`src/hw/rtl/mlsf_pkg.sv`:
```
`default_nettype none

package mlsf_pkg;

  localparam int TABLE_DEPTH_DEF = 16;
  localparam int NUM_PORTS       = 8;
  localparam int MAC_W           = 48;
  localparam int PORT_W          = 3;
  localparam int CFG_W           = 4;
  localparam int QUEUE_DEPTH     = 2;

  // ports that can be active: limited by the switch and by out_port width
  localparam int PORT_CAP = (NUM_PORTS < (1 << PORT_W)) ? NUM_PORTS : (1 << PORT_W);

  typedef logic [MAC_W-1:0]  mac_t;
  typedef logic [PORT_W-1:0] port_t;
  typedef logic [CFG_W-1:0]  count_t;

  localparam count_t PORTS_RESET = CFG_W'(8);
  localparam mac_t   BCAST_MAC   = '1;

  // forwarding request handed from the learn stage to the emit stage
  typedef struct packed {
    logic   flood;
    port_t  port;
    port_t  in_port;
    count_t nports;
  } fwd_cmd_t;

  typedef enum logic [1:0] {
    F_IDLE,
    F_SCAN,
    F_DECIDE,
    F_PUSH
  } front_state_t;

  typedef enum logic {
    B_IDLE,
    B_FLOOD
  } back_state_t;

endpackage

`default_nettype wire

```
`src/hw/rtl/mlsf_front.sv`:
```
`default_nettype none

module mlsf_front #(
  parameter int TABLE_DEPTH = mlsf_pkg::TABLE_DEPTH_DEF
) (
  input  logic              clk,
  input  logic              rst,
  input  logic              start,
  output logic              busy,
  input  mlsf_pkg::mac_t    src_mac,
  input  mlsf_pkg::mac_t    dst_mac,
  input  mlsf_pkg::port_t   in_port,
  input  mlsf_pkg::count_t  ports_in_use,
  input  logic              q_full,
  output logic              q_push,
  output mlsf_pkg::fwd_cmd_t q_cmd
);
  import mlsf_pkg::*;

  localparam int AW = (TABLE_DEPTH > 1) ? $clog2(TABLE_DEPTH) : 1;
  localparam int CW = $clog2(TABLE_DEPTH + 1);
  localparam logic [CW-1:0] FILL_MAX  = CW'(TABLE_DEPTH);
  localparam logic [AW-1:0] LAST_SLOT = AW'(TABLE_DEPTH - 1);
  localparam count_t        CAP       = CFG_W'(PORT_CAP);

  typedef logic [MAC_W+PORT_W-1:0] entry_t;

  front_state_t state, state_next;

  // address table: mac in the upper bits, learned port in the lower bits
  entry_t entry_mem [TABLE_DEPTH];

  mac_t    src_q, dst_q;
  port_t   inport_q;
  count_t  nports_q;
  logic [CW-1:0] fill;
  logic [AW-1:0] wptr;
  logic [CW-1:0] issue_cnt;
  logic          rd_valid, rd_last;
  logic [AW-1:0] rd_idx;
  entry_t        rd_data;
  logic          src_hit, dst_hit;
  logic [AW-1:0] src_idx, dst_idx, wr_addr;
  port_t         dst_port;
  fwd_cmd_t      cmd;

  count_t n_eff;
  logic   accept, drop, rd_en, scan_done, src_match, dst_match;
  logic   is_bcast, same_mac, dst_found;

  // effective port count and request classification
  assign n_eff     = (ports_in_use > CAP) ? CAP : ports_in_use;
  assign accept    = start && (state == F_IDLE);
  assign drop      = count_t'(in_port) >= n_eff;
  assign busy      = (state != F_IDLE);

  // table scan, one entry per cycle through the read port
  assign rd_en     = (state == F_SCAN) && (issue_cnt < fill);
  assign scan_done = rd_valid && rd_last;
  assign src_match = rd_valid && (rd_data[MAC_W+PORT_W-1:PORT_W] == src_q);
  assign dst_match = rd_valid && (rd_data[MAC_W+PORT_W-1:PORT_W] == dst_q);

  // destination decision; an entry evicted by this learn no longer counts
  assign is_bcast  = (dst_q == BCAST_MAC);
  assign same_mac  = (dst_q == src_q);
  assign dst_found = !is_bcast &&
                     (same_mac || (dst_hit && (src_hit || (dst_idx != wptr))));
  assign wr_addr   = src_hit ? src_idx : wptr;

  assign q_push = (state == F_PUSH) && !q_full;
  assign q_cmd  = cmd;

  // next state
  always_comb begin
    state_next = state;
    unique case (state)
      F_IDLE: begin
        if (accept && !drop) begin
          state_next = (fill == '0) ? F_DECIDE : F_SCAN;
        end
      end
      F_SCAN: begin
        if (scan_done) begin
          state_next = F_DECIDE;
        end
      end
      F_DECIDE: begin
        state_next = F_PUSH;
      end
      F_PUSH: begin
        if (!q_full) begin
          state_next = F_IDLE;
        end
      end
      default: begin
        state_next = F_IDLE;
      end
    endcase
  end

  // control registers
  always_ff @(posedge clk) begin
    if (rst) begin
      state    <= F_IDLE;
      fill     <= '0;
      wptr     <= '0;
      rd_valid <= 1'b0;
      rd_last  <= 1'b0;
    end else begin
      state    <= state_next;
      rd_valid <= rd_en;
      rd_last  <= rd_en && (issue_cnt == (fill - CW'(1)));
      if ((state == F_DECIDE) && !src_hit) begin
        wptr <= (wptr == LAST_SLOT) ? '0 : wptr + AW'(1);
        if (fill != FILL_MAX) begin
          fill <= fill + CW'(1);
        end
      end
    end
  end

  // table memory
  always_ff @(posedge clk) begin
    if (state == F_DECIDE) begin
      entry_mem[wr_addr] <= {src_q, inport_q};
    end
    if (rd_en) begin
      rd_data <= entry_mem[issue_cnt[AW-1:0]];
    end
  end

  // request capture, scan results and the forwarding request
  always_ff @(posedge clk) begin
    if (accept) begin
      src_q     <= src_mac;
      dst_q     <= dst_mac;
      inport_q  <= in_port;
      nports_q  <= n_eff;
      issue_cnt <= '0;
      src_hit   <= 1'b0;
      dst_hit   <= 1'b0;
    end else begin
      if (rd_en) begin
        issue_cnt <= issue_cnt + CW'(1);
      end
      if (src_match) begin
        src_hit <= 1'b1;
        src_idx <= rd_idx;
      end
      if (dst_match) begin
        dst_hit  <= 1'b1;
        dst_idx  <= rd_idx;
        dst_port <= rd_data[PORT_W-1:0];
      end
    end
    rd_idx <= issue_cnt[AW-1:0];
    if (state == F_DECIDE) begin
      cmd.flood   <= !dst_found;
      cmd.port    <= same_mac ? inport_q : dst_port;
      cmd.in_port <= inport_q;
      cmd.nports  <= nports_q;
    end
  end

endmodule

`default_nettype wire

```
`src/hw/rtl/mlsf_fifo.sv`:
```
`default_nettype none

module mlsf_fifo (
  input  logic               clk,
  input  logic               rst,
  input  logic               push,
  input  mlsf_pkg::fwd_cmd_t push_cmd,
  output logic               full,
  input  logic               pop,
  output mlsf_pkg::fwd_cmd_t pop_cmd,
  output logic               empty
);
  import mlsf_pkg::*;

  localparam int QW = (QUEUE_DEPTH > 1) ? $clog2(QUEUE_DEPTH) : 1;
  localparam int NW = $clog2(QUEUE_DEPTH + 1);
  localparam logic [QW-1:0] LAST_SLOT = QW'(QUEUE_DEPTH - 1);
  localparam logic [NW-1:0] COUNT_MAX = NW'(QUEUE_DEPTH);

  fwd_cmd_t      slots [QUEUE_DEPTH];
  logic [QW-1:0] wr_ptr, rd_ptr;
  logic [NW-1:0] count;

  assign full    = (count == COUNT_MAX);
  assign empty   = (count == '0);
  assign pop_cmd = slots[rd_ptr];

  // pointers and occupancy
  always_ff @(posedge clk) begin
    if (rst) begin
      wr_ptr <= '0;
      rd_ptr <= '0;
      count  <= '0;
    end else begin
      if (push) begin
        wr_ptr <= (wr_ptr == LAST_SLOT) ? '0 : wr_ptr + QW'(1);
      end
      if (pop) begin
        rd_ptr <= (rd_ptr == LAST_SLOT) ? '0 : rd_ptr + QW'(1);
      end
      if (push && !pop) begin
        count <= count + NW'(1);
      end else if (pop && !push) begin
        count <= count - NW'(1);
      end
    end
  end

  // storage
  always_ff @(posedge clk) begin
    if (push) begin
      slots[wr_ptr] <= push_cmd;
    end
  end

endmodule

`default_nettype wire

```
`src/hw/rtl/mlsf_back.sv`:
```
`default_nettype none

module mlsf_back (
  input  logic               clk,
  input  logic               rst,
  input  logic               q_empty,
  output logic               q_pop,
  input  mlsf_pkg::fwd_cmd_t q_cmd,
  output logic               out_valid,
  output mlsf_pkg::port_t    out_port,
  output logic               flooded,
  output logic               last
);
  import mlsf_pkg::*;

  back_state_t state, state_next;

  port_t p, top, skip;
  port_t n_minus1, top_calc, p_first, p_inc, p_step;
  logic  none, emit_hit, start_flood;

  // flood range for the request at the head of the queue
  assign n_minus1 = PORT_W'(q_cmd.nports - CFG_W'(1));
  assign top_calc = (n_minus1 == q_cmd.in_port) ? n_minus1 - PORT_W'(1) : n_minus1;
  assign p_first  = (q_cmd.in_port == '0) ? PORT_W'(1) : '0;
  assign none     = (q_cmd.nports == CFG_W'(1));

  assign q_pop       = (state == B_IDLE) && !q_empty;
  assign emit_hit    = q_pop && !q_cmd.flood;
  assign start_flood = q_pop && q_cmd.flood && !none;

  // next flood port, stepping over the ingress port
  assign p_inc  = p + PORT_W'(1);
  assign p_step = (p_inc == skip) ? p + PORT_W'(2) : p_inc;

  // next state
  always_comb begin
    state_next = state;
    unique case (state)
      B_IDLE: begin
        if (start_flood) begin
          state_next = B_FLOOD;
        end
      end
      B_FLOOD: begin
        if (p == top) begin
          state_next = B_IDLE;
        end
      end
      default: begin
        state_next = B_IDLE;
      end
    endcase
  end

  // control registers
  always_ff @(posedge clk) begin
    if (rst) begin
      state     <= B_IDLE;
      out_valid <= 1'b0;
    end else begin
      state     <= state_next;
      out_valid <= emit_hit || (state == B_FLOOD);
    end
  end

  // flood walker and result registers
  always_ff @(posedge clk) begin
    if (start_flood) begin
      p    <= p_first;
      top  <= top_calc;
      skip <= q_cmd.in_port;
    end else if (state == B_FLOOD) begin
      p <= p_step;
    end
    if (emit_hit) begin
      out_port <= q_cmd.port;
      flooded  <= 1'b0;
      last     <= 1'b1;
    end else begin
      out_port <= p;
      flooded  <= 1'b1;
      last     <= (p == top);
    end
  end

endmodule

`default_nettype wire

```
`src/hw/rtl/mac_learning_switch_forwarder_core.sv`:
```
`default_nettype none

// MAC learning bridge. A request (start high while busy is low) carries a
// frame's source MAC, destination MAC and ingress port. The learn stage scans
// the address table one entry per cycle through its single read port, so busy
// stays high through the scan of the N entries learned so far (at most
// TABLE_DEPTH, none if the table is empty), then decide and push; it also holds
// while the two-entry request queue is full. A frame whose ingress port is not
// below the active port count is dropped at once and busy never rises. The
// emit stage sends one result per cycle on out_valid: one result for a table
// hit, or one per active port other than the ingress port for a flood, with
// last on the final one; a frame's results come in consecutive cycles. There
// is no backpressure on results: the receiver must take each one in the cycle
// it appears. ports_in_use is written by cfg_wr_en and must only change while
// the block is idle.
module mac_learning_switch_forwarder_core #(
  parameter int TABLE_DEPTH = mlsf_pkg::TABLE_DEPTH_DEF
) (
  input  logic             clk,
  input  logic             rst,
  input  logic             start,
  output logic             busy,
  input  mlsf_pkg::mac_t   src_mac,
  input  mlsf_pkg::mac_t   dst_mac,
  input  mlsf_pkg::port_t  in_port,
  input  logic             cfg_wr_en,
  input  mlsf_pkg::count_t cfg_wr_data,
  output logic             out_valid,
  output mlsf_pkg::port_t  out_port,
  output logic             flooded,
  output logic             last
);
  import mlsf_pkg::*;

  count_t   ports_in_use;
  fwd_cmd_t push_cmd, pop_cmd;
  logic     q_push, q_full, q_pop, q_empty;

  // port count register
  always_ff @(posedge clk) begin
    if (rst) begin
      ports_in_use <= PORTS_RESET;
    end else if (cfg_wr_en) begin
      ports_in_use <= cfg_wr_data;
    end
  end

  mlsf_front #(
    .TABLE_DEPTH(TABLE_DEPTH)
  ) u_front (
    .clk          (clk),
    .rst          (rst),
    .start        (start),
    .busy         (busy),
    .src_mac      (src_mac),
    .dst_mac      (dst_mac),
    .in_port      (in_port),
    .ports_in_use (ports_in_use),
    .q_full       (q_full),
    .q_push       (q_push),
    .q_cmd        (push_cmd)
  );

  mlsf_fifo u_fifo (
    .clk      (clk),
    .rst      (rst),
    .push     (q_push),
    .push_cmd (push_cmd),
    .full     (q_full),
    .pop      (q_pop),
    .pop_cmd  (pop_cmd),
    .empty    (q_empty)
  );

  mlsf_back u_back (
    .clk       (clk),
    .rst       (rst),
    .q_empty   (q_empty),
    .q_pop     (q_pop),
    .q_cmd     (pop_cmd),
    .out_valid (out_valid),
    .out_port  (out_port),
    .flooded   (flooded),
    .last      (last)
  );

endmodule

`default_nettype wire

```
`config.mk`:
```
export PLATFORM = sky130hd
export DESIGN_NAME = mac_learning_switch_forwarder_core
export DESIGN_NICKNAME = d
export VERILOG_FILES = /design/src/hw/rtl/mlsf_pkg.sv /design/src/hw/rtl/mlsf_front.sv /design/src/hw/rtl/mlsf_fifo.sv /design/src/hw/rtl/mlsf_back.sv /design/src/hw/rtl/mac_learning_switch_forwarder_core.sv
export SDC_FILE = /design/constraint.sdc
export NUM_CORES = 1
export LEC_CHECK = 0
export ABC_AREA = 1
export BUFFER_PORTS_ARGS = -buffer_cell sky130_fd_sc_hd__buf_2
export CORE_UTILIZATION = 55
export CTS_CLUSTER_DIAMETER = 40
export DETAILED_ROUTE_END_ITERATION = 6
export HOLD_SLACK_MARGIN = 0.02
export PLACE_DENSITY = 0.74
export RECOVER_POWER = 50
export SYNTH_ARGS = -nofsm -noshare
export SYNTH_HDL_FRONTEND = slang
export SYNTH_SLANG_ARGS = --single-unit
export TNS_END_PERCENT = 30
```
`constraint.sdc`:
```
create_clock -name clk -period 5 [get_ports clk]
set_clock_uncertainty 0.2 [all_clocks]
set_input_delay 0.5 -clock clk [delete_from_list [all_inputs] [get_ports clk]]
set_output_delay 0.5 -clock clk [all_outputs]
set_load 0.1 [all_outputs]
```
==> impl_metrics.toml, run 1 <==
[run_status]
status = "finished, final reports clean"

[setup_path]
worst_setup_path_start_kind = "flop"
crit_chain = "inv_8, ha_1, inv_1, nand4_1, nand3_1, inv_2, buf_4"
end_kind = "flop"
critPathMaxStageDelay_ps = 720
cp_max_fo = 116
cp.required_ps = 5150
critPathBufInv = 4
critPathTopFamily = "buffers and inverters"
crit_type = "flop to flop"
cp_slowest_cell = "inv_2"
arrival_ps = 3740

[yosys]
synth.distinct_cells = 41
yosys_register_bits = 1063
synth.avg_cell_area_um2 = 12.5
syn_area_um2 = 42700
synth_cells = 3406
syn-num-nets = 3535
ys_warn_count = 0
ys_seq_area_share_pct = 73.8

[sta]
fmax_mhz = 279
hold_ws_ps = 222
fin_crit_ps = 3590
final.setup.worst_slack_ps = 1410
finalSetupTns_ps = 0
period_share_pct = 71.8
finalSetupViolCount = 0
max_slew.worst_pin.slew_ps = 1230
finalHoldViolations = 0
rsz0062_at_grt = "no"
drv_slew = 0
relSlewSlack_pct = 17.5

[placement]
dpl_cell_area_um2 = 44500
dpl.cell_count = 4435
globalplace.congestion = 0.982
portBuffers = 113
post-dp-hpwl_mm = 59.8
place_ws_ps = 1430

[final_layout]
drive_above_1_share_pct = 10.0
final_core_util_pct = 65.1
syn_to_final_growth_pct = 16.6
final_common_cell = "edfxtp_1"
antenna_cells = 0
fin_cells = 4782
final_area_um2 = 49800
layout.nets = 3777
final_cell_mix = "edfxtp_1, nor2_1, nand2_1, o21ai_0, inv_1"

[worst_hold_path]
min_path_type = "flop to flop"

[clock_tree]
cts_tree = "done"
cts_max_path_buffers = 3
cts_setup_buffers = 0
clockRootBuffer = "clkbuf_16"
cts_made_buffers = 130
htreeDepth = 4
path_clk_slew_ps = 60
cts_resized = 0
cts.sinks = 1063
clk_latency_ps = 720

[global_route]
grt_pass1_vias = 27500
grt_pass1_wl_mm = 163
antenna_found_initial = 0
grt-ovfl-total = 0
track_usage_pct = 27.8
grt_max_degree = 214

[die]
num_rows = 101
core_area_um2 = 76500
initial_core_util_pct = 55.9
fp.dieH_um = 281
top_level_ports = 114
die_x_um = 281
die-area_um2 = 78800

[power]
irDropWorstVdd_mv = 0.362
p_leak_nw = 17.3
total_power_mw = 25.2
p_per_area_nw_per_um2 = 507

[routing]
wl_per_cell_um = 22.7
initialDrtViolationCount = 3483
route.detailed.drc = 0
first_pass_iters = 6
drt-total-wl_mm = 109
routed_via_density = 5.92
antenna_violating_nets_post_route = 0
vias = 28300

[flow_run]
maxCapViolCount = 0
-- area by class of cell --
cell class                 instances  area, µm²
tap                             1030       1290
fill                            5350      26700
multi-input combinational       2006       9900
clock inverter                    80        880
clock buffer                     156       3470
timing repair buffer             277       2080
inverter                         170        653
sequential                      1063      31500
-- report_power, final --
part	internal [mW]	switching (mW)	total, mW
registers	10.8	0.731	11.6
clock network	5.61	3.76	9.37
logic	1.29	3.02	4.30
total	17.7	7.51	25.2
-- synthesized netlist by cell type (all sizes together) --
cell    number  share of area [%]
a211oi       1              0.018
a21oi       27               0.32
a22o         1              0.021
a31oi        3              0.044
and3         1              0.015
buf         69               0.89
clkbuf      98               0.88
dfxtp       40                1.9
edfxtp    1023                 72
ha          22               0.64
inv        170                1.5
mux2i        1              0.023
nand2      439                3.9
nand3      115                1.4
nand4       15               0.22
nor2       566                5.0
nor3        27               0.33
nor3b        1              0.018
nor4         1              0.015
o211ai      42               0.74
o21a         2              0.035
o21ai      473                5.6
o21bai       1              0.018
o221ai      60                1.2
o22ai      132                1.9
or2          6              0.088
xnor2       39               0.80
xor2        31               0.65
-- cells by family (layout without fill, tap and decap cells) --
group                    after synthesis  count (layout)  synth area share (%)
AND/OR/NAND/NOR                     1171            1171                  10.9
flip-flops                          1063            1063                  73.8
AO/OA/AOI/OAI                        742             742                  9.91
buffers and inverters                337             683                  3.26
XOR/XNOR                              70              70                  1.45
adder cells (fa/ha/maj)               22              22                 0.644
multiplexers                           1               1                0.0234
-- metal layers --
metal  global-route usage, %  up-vias  wire length (µm)
met4                    10.8        0              3440
met5                       0        -                 0
met1                    37.3    13700             41900
met2                    45.7     1606             52700
met3                    4.52      239             10500
li1                        -    12800                 -
-- repair_timing --
item | CTS | global route
endpoints found under the setup margin | 0 | 0
hold endpoints to repair | 111 | 0
hold buffers | 111 | 0
-- registers in the layout, summed over array words and instances (netlist names), 3 cells and up, named ones only --
register,cells
u_front.q_cmd,11
u_front.src_q,48
u_front.issue_cnt,5
u_front.wptr,4
u_front.rd_data,51
u_front.rd_idx,4
u_fifo.slots,22
ports_in_use,4
u_front.src_idx,4
u_front.inport_q,3
u_front.dst_q,48
u_front.entry_mem,816
u_front.dst_idx,4
u_front.nports_q,4
u_back.out_port,3
u_front.fill,5
u_back.p,3
u_back.top,3
u_front.dst_port,3
u_back.skip,3
-- final timing paths --
path / startpoint / endpoint / slack (ps) / depth (start not counted)
setup / recovery: u_front.issue_cnt[0] / u_front.rd_data[36] / 1410 / 7
hold / removal: u_front.nports_q[2] / u_front.q_cmd[2] / 220 / 0
setup reg to reg: u_front.issue_cnt[0] / u_front.rd_data[36] / 1410 / 7
hold reg to reg: u_front.nports_q[2] / u_front.q_cmd[2] / 220 / 0
Note: power is estimated with default switching activity, not from simulation.
==> inputs of run 2 (changes only) <==
Clock period 5 ns to 3.3 ns, I/O delays scaled along.
==> impl_metrics.toml, run 2 (synthesized netlist as in run 1, its figures left out) <==
[clock_tree]
htreeDepth = 3
cts_made_buffers = 119
cts_max_path_buffers = 3
clockRootBuffer = "clkbuf_16"
cts_tree = "done"
path_clk_slew_ps = 60
cts.sinks = 1063
cts_resized = 0
clk_latency_ps = 680

[sta]
fmax_mhz = 334
rsz0062_at_grt = "no"
period_share_pct = 90.6
finalSetupViolCount = 0
relSlewSlack_pct = -9.48
finalHoldViolations = 0
fin_crit_ps = 2990
drv_slew = 137
max_slew.worst_pin.slew_ps = 1640
hold_ws_ps = 160
final.setup.worst_slack_ps = 309

[final_layout]
layout.nets = 3800
largest_reg_flops = 816
fill_cells = 5402
syn_to_final_growth_pct = 17.0
multi_input_area_um2 = 9950
drive_above_1_share_pct = 9.96
final_common_cell = "edfxtp_1"
final_area_um2 = 50000
reg_top3 = "u_front.entry_mem (816), u_front.rd_data (51)"
fin_cells = 4805
largest_register = "u_front.entry_mem"
final_cell_mix = "edfxtp_1, nor2_1, nand2_1, o21ai_0, inv_1"
seqCellArea_um2 = 31500

[routing]
drt-total-wl_mm = 114
initialDrtViolationCount = 3981
antenna_violating_nets_post_route = 0
route.detailed.drc = 0
first_pass_iters = 6
vias = 28800
routed_via_density = 5.99
wl_per_cell_um = 23.7

[setup_path]
worst_setup_path_start_kind = "flop"
crit_type = "flop to flop"
reg2reg_depth = 5
arrival_ps = 3340
crit_end = "u_front.rd_data[19]"
reg2reg_to = "u_front.rd_data[19]"
cp_max_fo = 136
r2r_slack_ps = 310
startpoint = "u_front.issue_cnt[0]"
cp.required_ps = 3650
end_kind = "flop"
r2r_start = "u_front.issue_cnt[0]"

[die]
fp.dieH_um = 281
initial_core_util_pct = 55.9
core_area_um2 = 76500
num_rows = 101
die-area_um2 = 78800
die_x_um = 281
top_level_ports = 114

[power]
p_per_area_nw_per_um2 = 761
irDropWorstVdd_mv = 0.545
p_leak_nw = 17.4

[global_route]
grt-ovfl-total = 0
grt_max_degree = 137
track_usage_pct = 28.9
antenna_found_initial = 1
grt_pass1_vias = 27000
grt_pass1_wl_mm = 167

[placement]
portBuffers = 113
place_ws_ps = 557
dpl_cell_area_um2 = 44900
dpl.cell_count = 4467
globalplace.congestion = 0.978
post-dp-hpwl_mm = 65.4

[worst_hold_path]
min_path_cells = 2
min_path_type = "primary input to flop"

[flow_run]
maxCapViolCount = 1

[run_status]
status = "finished, violations left"
violations = "max-capacitance violations, max-slew violations"
-- run 2: changes by cell type in the layout (fill, tap and decap cells not counted), moves of 3 or more --
| cell | delta |
|---|---|
| clkbuf_1 | +17 |
| buf_2 | -14 |
| clkbuf_16 | -12 |
| buf_12 | +10 |
| buf_4 | +7 |
| nor3_2 | -7 |
| nor3_4 | +7 |
| clkinv_1 | +6 |
| bufinv_16 | +5 |
| clkinvlp_4 | +5 |
| inv_8 | -4 |
| clkinv_2 | -3 |
-- run 2: through the flow --
stage | setup TNS [ps] | util [%] | power (mW)
after floorplan | -390300 | - | 22.0
after global placement | 0 | 58.7 | 24.3
after detailed placement | 0 | 58.7 | 24.4
after CTS | 0 | 65.6 | 38.1
after global routing | 0 | 65.4 | 39.4
final | 0 | 65.4 | 38.0
-- run 2: worst min-delay path by stage --
| stage | startpoint | end |
|---|---|---|
| after floorplan | u_front.issue_cnt[2] | u_front.rd_idx[2] |
| after global placement | u_front.nports_q[2] | u_front.q_cmd[2] |
| after detailed placement | u_front.nports_q[2] | u_front.q_cmd[2] |
| after CTS | src_mac[27] | u_front.src_q[27] |
| after global routing | src_mac[29] | u_front.src_q[29] |
| final | src_mac[9] | u_front.src_q[9] |
-- run 2: routing by layer --
layer / GRT usage [%] / part of all wire, % / vias to the layer above
met3: 5.63 / 11 / 228
li1: - / - / 12900
met1: 40.4 / 39 / 14000
met4: 10.1 / 3.3 / 0
met2: 45.4 / 46 / 1671
met5: 0 / 0 / -
-- run 2: repair_timing --
| action | CTS | global route |
|---|---|---|
| buffers inserted | 0 | 0 |
| endpoints found under the hold margin | 117 | 0 |
| endpoints found under the setup margin | 0 | 0 |
| hold buffers | 113 | 0 |
-- run 2: cell type report --
cell class | count | share of cell area [%]
clock inverters | 91 | 2.05
diodes | 1 | 0.00501
well taps | 1030 | 2.58
repair buffers | 311 | 4.80
flip-flops and latches | 1063 | 63.1
multi-input cells | 2006 | 19.9
inverters | 170 | 1.31
clock buffers | 133 | 6.25
-- run 2: worst max-delay path, cell delays in order, from the launching register on --
cell      delay (ps)
dfxtp_4          420
clkbuf_4        1080
o21ai_0          340
o221ai_1         300
nand3_1          200
nand3_1          130
-- run 2: where the power goes --
group          switching (mW)  internal (mW)
Sequential               1.04           16.4
Clock                    5.49           8.15
Combinational            4.87           2.05
Total                    11.4           26.6
